[config.mk]
export PLATFORM = sky130hd
export DESIGN_NAME = divider_timer_with_reload_core
export DESIGN_NICKNAME = d
export VERILOG_FILES = /design/src/rtl/core/tdr_pkg.sv /design/src/rtl/core/tdr_in_stage.sv /design/src/rtl/core/tdr_state.sv /design/src/rtl/core/tdr_out_stage.sv /design/src/rtl/core/divider_timer_with_reload_core.sv
export SDC_FILE = /design/constraint.sdc
export NUM_CORES = 1
export LEC_CHECK = 0
export ABC_AREA = 1
export CAP_MARGIN = 20
export CORE_MARGIN = 3
export CORE_UTILIZATION = 60
export CTS_CLUSTER_DIAMETER = 80
export DETAILED_ROUTE_END_ITERATION = 10
export DONT_BUFFER_PORTS = 1
export GPL_TIMING_DRIVEN = 0
export PLACE_DENSITY = 0.76
export SLEW_MARGIN = 20
export SYNTH_ARGS = -nofsm -noshare
export SYNTH_HDL_FRONTEND = slang
export SYNTH_SLANG_ARGS = --single-unit
[constraint.sdc]
create_clock -name clk -period 2.7 [get_ports clk]
set_input_delay 0.405 -clock clk [delete_from_list [all_inputs] [get_ports clk]]
set_output_delay 0.405 -clock clk [all_outputs]
set_load 0.005 [all_outputs]
[src/rtl/core/tdr_pkg.sv]
// Shared types, codes and a helper function for the divider timer.
package tdr_pkg;

	// Item operations; the fourth code is unused and does nothing.
	typedef enum logic [1:0] {
		OP_TICK  = 2'd0,
		OP_READ  = 2'd1,
		OP_WRITE = 2'd2
	} op_t;

	// Register addresses.
	typedef enum logic [1:0] {
		REG_DIVIDER = 2'd0,
		REG_COUNTER = 2'd1,
		REG_MODULO  = 2'd2,
		REG_CONTROL = 2'd3
	} reg_sel_t;

	// Control register enable bit.
	localparam int unsigned ENABLE_BIT = 2;

	// Overflow sequence steps: interrupt, reload, end.
	localparam logic [2:0] SEQ_IRQ    = 3'd4;
	localparam logic [2:0] SEQ_RELOAD = 3'd5;
	localparam logic [2:0] SEQ_END    = 3'd6;

	// Divider bit watched for each rate select code.
	localparam int unsigned EDGE_BIT [4] = '{9, 3, 5, 7};

	// One input item.
	typedef struct packed {
		logic [1:0] operation;
		logic [1:0] register_select;
		logic [7:0] write_data;
	} item_t;

	// One result item.
	typedef struct packed {
		logic [7:0] read_data;
		logic       timer_interrupt;
	} result_t;

	// Overflow sequence status, watched by the top-level checks.
	typedef struct packed {
		logic       overflow_pending;
		logic [2:0] ticks_since_overflow;
	} seq_status_t;

	// Enabled, selected divider bit under a given control value.
	function automatic logic timer_bit(logic [15:0] div, logic [7:0] ctl);
		logic sel;
		sel = div[EDGE_BIT[ctl[1:0]]];
		return ctl[ENABLE_BIT] & sel;
	endfunction

endpackage

[src/rtl/core/tdr_in_stage.sv]
// Input register stage: captures one item per transfer.
module tdr_in_stage (
	input  logic           clk,
	input  logic           arst_n,
	input  logic           in_valid,
	output logic           in_ready,
	input  tdr_pkg::item_t item,
	input  logic           advance,
	output logic           valid_s1,
	output tdr_pkg::item_t item_s1
);
	import tdr_pkg::*;

	logic valid_s1_q;

	// The stage takes a new item when empty or when its item moves on.
	assign in_ready = !valid_s1_q || advance;
	assign valid_s1 = valid_s1_q;

	// Valid flag.
	always_ff @(posedge clk or negedge arst_n) begin
		if (!arst_n) begin
			valid_s1_q <= 1'b0;
		end else if (in_ready) begin
			valid_s1_q <= in_valid;
		end
	end

	// Payload register, loaded on an input transfer.
	always_ff @(posedge clk) begin
		if (in_valid && in_ready) begin
			item_s1 <= item;
		end
	end

endmodule

[src/rtl/core/tdr_state.sv]
// Timer registers and the single-pass update for one item.
module tdr_state (
	input  logic                 clk,
	input  logic                 arst_n,
	input  logic                 fire,
	input  tdr_pkg::item_t       item,
	output tdr_pkg::result_t     result,
	output tdr_pkg::seq_status_t status
);
	import tdr_pkg::*;

	logic [15:0] div_q, div_n;
	logic [7:0]  cnt_q, cnt_n;
	logic [7:0]  mod_q, mod_n;
	logic [7:0]  ctl_q, ctl_n;
	logic        pend_q, pend_n;
	logic [2:0]  ticks_q, ticks_n;
	logic        seq_run;
	logic        bump;
	logic [7:0]  rd;
	logic        irq;

	// Next state and result for the item in the input register.
	always_comb begin
		div_n   = div_q;
		cnt_n   = cnt_q;
		mod_n   = mod_q;
		ctl_n   = ctl_q;
		pend_n  = pend_q;
		ticks_n = ticks_q;
		seq_run = 1'b0;
		bump    = 1'b0;
		rd      = 8'd0;
		irq     = 1'b0;

		case (op_t'(item.operation))
			OP_TICK: begin
				div_n   = div_q + 16'd1;
				seq_run = 1'b1;
			end
			OP_READ: begin
				case (reg_sel_t'(item.register_select))
					REG_DIVIDER: rd = div_q[15:8];
					REG_COUNTER: rd = cnt_q;
					REG_MODULO:  rd = mod_q;
					default:     rd = ctl_q;
				endcase
			end
			OP_WRITE: begin
				case (reg_sel_t'(item.register_select))
					REG_DIVIDER: begin
						div_n   = 16'd0;
						seq_run = 1'b1;
					end
					REG_COUNTER: begin
						// Blocked on the interrupt step; otherwise cancels a pending reload.
						if (ticks_q != SEQ_IRQ) begin
							cnt_n   = item.write_data;
							pend_n  = 1'b0;
							ticks_n = 3'd0;
						end
					end
					REG_MODULO: begin
						mod_n = item.write_data;
						if (ticks_q == SEQ_RELOAD) begin
							cnt_n = item.write_data;
						end
					end
					default: begin
						// A control write that drops the watched bit counts as an edge.
						ctl_n = item.write_data;
						if (timer_bit(div_q, ctl_q) && !timer_bit(div_q, item.write_data)) begin
							bump = 1'b1;
						end
					end
				endcase
			end
			default: begin
			end
		endcase

		// Overflow sequence step, then the falling-edge check on the divider.
		if (seq_run) begin
			if (pend_q) begin
				ticks_n = ticks_q + 3'd1;
				if (ticks_n == SEQ_IRQ) begin
					irq = 1'b1;
				end
				if (ticks_n == SEQ_RELOAD) begin
					cnt_n = mod_q;
				end
				if (ticks_n == SEQ_END) begin
					pend_n  = 1'b0;
					ticks_n = 3'd0;
				end
			end
			if (timer_bit(div_q, ctl_q) && !timer_bit(div_n, ctl_q)) begin
				bump = 1'b1;
			end
		end

		// Counter increment; a wrap restarts the overflow sequence.
		if (bump) begin
			cnt_n = cnt_n + 8'd1;
			if (cnt_n == 8'd0) begin
				pend_n  = 1'b1;
				ticks_n = 3'd0;
			end
		end
	end

	assign result.read_data       = rd;
	assign result.timer_interrupt = irq;
	assign status.overflow_pending     = pend_q;
	assign status.ticks_since_overflow = ticks_q;

	// Timer registers, updated when the item moves to the output register.
	always_ff @(posedge clk or negedge arst_n) begin
		if (!arst_n) begin
			div_q   <= 16'd0;
			cnt_q   <= 8'd0;
			mod_q   <= 8'd0;
			ctl_q   <= 8'd0;
			pend_q  <= 1'b0;
			ticks_q <= 3'd0;
		end else if (fire) begin
			div_q   <= div_n;
			cnt_q   <= cnt_n;
			mod_q   <= mod_n;
			ctl_q   <= ctl_n;
			pend_q  <= pend_n;
			ticks_q <= ticks_n;
		end
	end

endmodule

[src/rtl/core/tdr_out_stage.sv]
// Output register stage: holds one result until its transfer.
module tdr_out_stage (
	input  logic             clk,
	input  logic             arst_n,
	input  logic             load,
	input  tdr_pkg::result_t result,
	output logic             can_load,
	output logic             out_valid,
	input  logic             out_ready,
	output logic [7:0]       read_data,
	output logic             timer_interrupt
);
	import tdr_pkg::*;

	logic    out_valid_q;
	result_t result_q;

	// The register frees up when empty or when its result transfers.
	assign can_load        = !out_valid_q || out_ready;
	assign out_valid       = out_valid_q;
	assign read_data       = result_q.read_data;
	assign timer_interrupt = result_q.timer_interrupt;

	// Valid flag.
	always_ff @(posedge clk or negedge arst_n) begin
		if (!arst_n) begin
			out_valid_q <= 1'b0;
		end else if (can_load) begin
			out_valid_q <= load;
		end
	end

	// Result payload.
	always_ff @(posedge clk) begin
		if (load) begin
			result_q <= result;
		end
	end

endmodule

[src/rtl/core/divider_timer_with_reload_core.sv]
// Top level of the divider timer with counter reload.
//
// Each input item is a tick, a register read or a register write, presented on
// operation, register_select and write_data under in_valid/in_ready. Every item
// gives exactly one result (read_data, timer_interrupt) under out_valid/out_ready.
// A tick advances the 16-bit divider; a falling edge of the selected divider
// bit increments the counter, and a counter wrap runs the overflow sequence
// that raises timer_interrupt and reloads the counter from the modulo register.
// An item enters an input register, is processed in one pass against the
// timer registers and lands in the output register, which offers its result
// under out_valid. One item is accepted per cycle while the receiver takes
// results, set by the single update path of the timer registers.
// Reset clears all timer registers and both stages. When the receiver stalls,
// the output register holds its result, the input register holds one more item,
// and in_ready then drops until out_ready returns.
module divider_timer_with_reload_core (
	input  logic       clk,
	input  logic       arst_n,
	input  logic       in_valid,
	output logic       in_ready,
	input  logic [1:0] operation,
	input  logic [1:0] register_select,
	input  logic [7:0] write_data,
	output logic       out_valid,
	input  logic       out_ready,
	output logic [7:0] read_data,
	output logic       timer_interrupt
);
	import tdr_pkg::*;

	item_t       item;
	item_t       item_s1;
	logic        valid_s1;
	logic        can_load;
	logic        advance;
	result_t     result;
	seq_status_t status;

	assign item.operation       = operation;
	assign item.register_select = register_select;
	assign item.write_data      = write_data;

	// The item in the input register is processed when the output register frees.
	assign advance = valid_s1 && can_load;

	tdr_in_stage u_in (
		.clk      (clk),
		.arst_n   (arst_n),
		.in_valid (in_valid),
		.in_ready (in_ready),
		.item     (item),
		.advance  (advance),
		.valid_s1 (valid_s1),
		.item_s1  (item_s1)
	);

	tdr_state u_state (
		.clk    (clk),
		.arst_n (arst_n),
		.fire   (advance),
		.item   (item_s1),
		.result (result),
		.status (status)
	);

	tdr_out_stage u_out (
		.clk             (clk),
		.arst_n          (arst_n),
		.load            (advance),
		.result          (result),
		.can_load        (can_load),
		.out_valid       (out_valid),
		.out_ready       (out_ready),
		.read_data       (read_data),
		.timer_interrupt (timer_interrupt)
	);

	// The overflow sequence never runs past its end step.
	a_ticks_range: assert property (@(posedge clk) disable iff (!arst_n)
		status.ticks_since_overflow <= SEQ_END)
		else $error("overflow step count out of range");

	// The step count is zero whenever no overflow is pending.
	a_ticks_idle: assert property (@(posedge clk) disable iff (!arst_n)
		!status.overflow_pending |-> status.ticks_since_overflow == 3'd0)
		else $error("step count nonzero without pending overflow");

	// The input side only stalls when both stages are full and the output is blocked.
	a_stall_cause: assert property (@(posedge clk) disable iff (!arst_n)
		!in_ready |-> (valid_s1 && out_valid && !out_ready))
		else $error("input stalled without a full pipeline");

	// A result with the interrupt set comes only from a pending sequence.
	a_irq_source: assert property (@(posedge clk) disable iff (!arst_n)
		advance && result.timer_interrupt |-> status.overflow_pending)
		else $error("interrupt raised without pending overflow");

endmodule
==> metrics.yaml <==
num-nets-final: 541
grt_pass1_wl_um: 15900
area_enclosed_by_the_die_boundary_mm2: 0.00745
synth-adder-area-share_pct: 3.23
final-hold-violation-count: 0
postSynth.asyncResetShare_pct: 68.7
die_h_um: 86.3
global_route.overflow_total: 0
setup_violations: 0
worst_path_max_delay_cell: "edfxtp_1"
run_status: "completed"
yosys-mux-area-fraction_pct: 0
critical_path_peak_fanout: 5
clk_transition_reported_paths_ns: 0.08
postSynthRegisterBits: 67
postSynthNetCount: 514
number_of_global_route_vias_before_repair: 3395
hold_path_depth: 0
ant_nets: 0
ys.warnings.count: 0
cp_data_arrival_time_ns: 2.79
site_row_count: 28
drt-total-wl_um: 9970
layout.cells.most_common_list: "nand2_1, o21ai_0, inv_1"
drt-pass1-iter-count: 5
power.internal_uw: 2330
syn2layout_area_growth_pct: 14.8
critical_path_cell_by_cell: "inv_2, ha_4, inv_1, nand2_2, nand2_4, nor2_4, nand2_4, inv_4, nand2_1, nand2_2, ha_4, nand3_4, nor2_4, nand2_2, nand2_2, nand3_1, nor2_1, nand3_2, nand2_1, nand2_1"
syn-cell-area_mm2: 0.00387
clkLatencyLatePin_ns: 0.35
power.static_leakage_uw: 0.00199
worst_path_most_repeated_cell: "nand2_2"
hold_path.class: "input pin to flop"
register_area_mm2: 0.00178
global_route.usage.total_pct: 27.5
post-route-drc-count: 0
final_cell_count_no_fill: 595
cts_tree: "built"
detailed_place_hpwl_um: 6990
cell_count_after_synthesis: 488
via_count_of_the_routed_design: 3633
final.period_utilization_pct: 94.6
p_sw_uw: 1470
io_pins: 27
synth_simple_gate_area_share_pct: 27.3
combinational_family_with_the_most_area_after_synthesis: "simple AND/OR/NAND/NOR gates"
clockRootBuffer: "clkbuf_8"
numPlacedInstances: 563
post_drt_wl_per_cell_um: 16.8
io_buffers: 0
worstHoldStart: "register_select[0]"
synth_largest_area_cell: "dfrtp_1"
worstSetupStartpointType: "flop"
synth_top_area_share_pct: 29.7
largest_net_degree_at_the_start_of_global_routing: 47
layout-drive-gt1-share_pct: 16.9
seq_power_share_pct: 42.5
utilization_pct: 72.9
gp_congestion: 0.973
critical_r2r_launch: "u_in.item_s1[8]"
die_width_um: 86.3
timing.hold.worst_endpoint: "u_in.item_s1[8]"
worst-r2r-cell-count: 20
cpPeakStageDelay_ns: 0.43
multi_input_comb_area_mm2: 0.00190
clkSinkCount: 67
final_setup_skew_ns: 0.0135
drv_slew: 0
finalWorstPathRequiredPeriod_ns: 2.55
synth_compound_area_share_pct: 15.2
initial_utilization_pct: 63.5
route.detailed.vias_per_inst: 6.11
syn_area_per_cell_um2: 7.94
yosys.area_share.xor_xnor_pct: 0.872
power_frac_clock_pct: 24.5
vdd_ir_drop_max_mv: 0.550
r2r_slack_ns: 0.15
cp-end-kind: "flop"
core_area_mm2: 0.00610
drt_first_iter_violations: 367
fillers: 465
combinational_group_share_of_total_power_pct: 33.0
cts.htree.levels: 3
synth.area.top_cells: "dfrtp_1, edfxtp_1, nand2_1"
number_of_enable_type_register_cells_in_the_synthesized_netlist: 21
yosysSeqAreaShare_pct: 46.0
number_of_antenna_violations_at_the_first_check_in_global_routing: 0
worstPathRequired_ns: 2.93
crit_path_start: "u_in.item_s1[8]"
commonest_register_cell_after_synthesis: "dfrtp_1"
post_synth_num_cell_types: 38
clock.fmax_mhz: 392
pwr_density_cell_mw_per_mm2: 855
worstReg2RegEnd: "u_state.ticks_q[0]"
cap_violations: 0
totalNegativeSetupSlack_ns: 0
antenna_cells: 0
tightest_slew_ns: 1.00
criticalPathCategory: "flop to flop"
worst_slew_margin_rel_pct: 33.3
cts-buffers-inserted: 9
final_common_cell: "nand2_1"
cts-root-to-sink-buffers: 2
netSwitchingFraction_pct: 38.7
## kinds of logic (layout without fill, tap and decap cells)
| group | after synthesis | after routing |
|---|---|---|
| compound gates | 109 | 109 |
| xor+xnor | 3 | 3 |
| fa+ha+maj | 10 | 10 |
| buf+inv | 71 | 103 |
| flops | 67 | 67 |
| simple gates | 228 | 228 |
## cell type report
type	count	area share, %
Multi-Input combinational cell	350	42.8
Sequential cell	67	40.1
Clock buffer	12	3.26
Clock inverter	4	1.69
Timing Repair Buffer	16	3.21
Buffer	12	1.72
Inverter	59	5.09
Tap cell	75	2.11
## power groups by stage
stage | Combinational [uW] | Clock [uW] | Sequential, uW
after global routing | 1410 | 984 | 1650
after floorplan | 883 | 0 | 1530
after CTS | 1130 | 938 | 1600
final | 1260 | 931 | 1620
after global placement | 1040 | 0 | 1610
after detailed placement | 1090 | 0 | 1620
## worst max path at each step
| stage | end | slack [ns] | cells past startpoint |
|---|---|---|---|
| final | u_state.ticks_q[0] | 0.15 | 20 |
| after global routing | u_state.ticks_q[0] | -0.04 | 20 |
| after CTS | u_state.ticks_q[1] | 0.007 | 18 |
| after detailed placement | u_state.ticks_q[1] | -0.06 | 19 |
| after global placement | u_state.ticks_q[0] | 0.01 | 19 |
| after floorplan | u_state.ticks_q[0] | 0.41 | 19 |
## layer usage
layer	track usage (%)	part of all wire [%]	vias to the layer above
met5	0	0	-
met4	14.4	4.8	0
met3	4.37	7.9	46
met2	42.8	45	202
met1	37.0	43	1704
li1	-	-	1681
## cell usage after synthesis, types with 2 or more instances
cell      count
nand2_1     129
o21ai_0      55
inv_1        51
dfrtp_1      46
nand3_1      35
a21oi_1      27
nor2_1       25
edfxtp_1     21
a31oi_1      13
ha_1         10
nand3_2       8
clkbuf_1      7
inv_2         6
nand2_2       5
nor3_1        5
o21ai_1       5
nand4_1       4
nor2_4        4
nand2_4       3
nor2_2        3
or2_2         3
a22oi_1       2
buf_2         2
buf_6         2
nor4_1        2
o211ai_1      2
xor2_1        2
## worst max-delay path, delay by kind of cell, from the launching register on
family                   cells  cell delay, ns
AND/OR/NAND/NOR             15            1.46
flip-flops                   1            0.43
adder cells (fa/ha/maj)      2            0.29
buffers and inverters        3            0.27
## registers in the layout, summed over array words and instances (netlist names)
name / count
u_state.ctl_q: 8
u_state.div_q: 16
u_state.cnt_q: 8
u_in.valid_s1: 1
u_state.pend_q: 1
u_out.out_valid: 1
u_out.read_data: 8
u_state.mod_q: 8
u_state.ticks_q: 3
u_out.timer_interrupt: 1
u_in.item_s1: 12
## through the flow
| stage | hold slack [ns] | area (um^2) | worst slack (ns) | power (uW) |
|---|---|---|---|---|
| 6_report | 0.144 | 4450 | 0.147 | 3800 |
| 5_1_grt | 0.133 | 4450 | -0.0401 | 4040 |
| 4_1_cts | 0.136 | 4260 | 0.00681 | 3660 |
| 3_5_place_dp | 0.111 | 3970 | -0.0605 | 2710 |
| 3_3_place_gp | 0.110 | 3970 | 0.0128 | 2650 |
| 2_1_floorplan | 0.109 | 3870 | 0.408 | 2410 |
## what timing repair did
item,4_1_cts,5_1_grt
hold buffers,2,0
resized for setup,4,28
pin swaps,0,9
setup endpoints to repair,5,7
endpoints found under the hold margin,46,0
buffers inserted,3,11
Note: power is estimated with default switching activity, not from simulation.
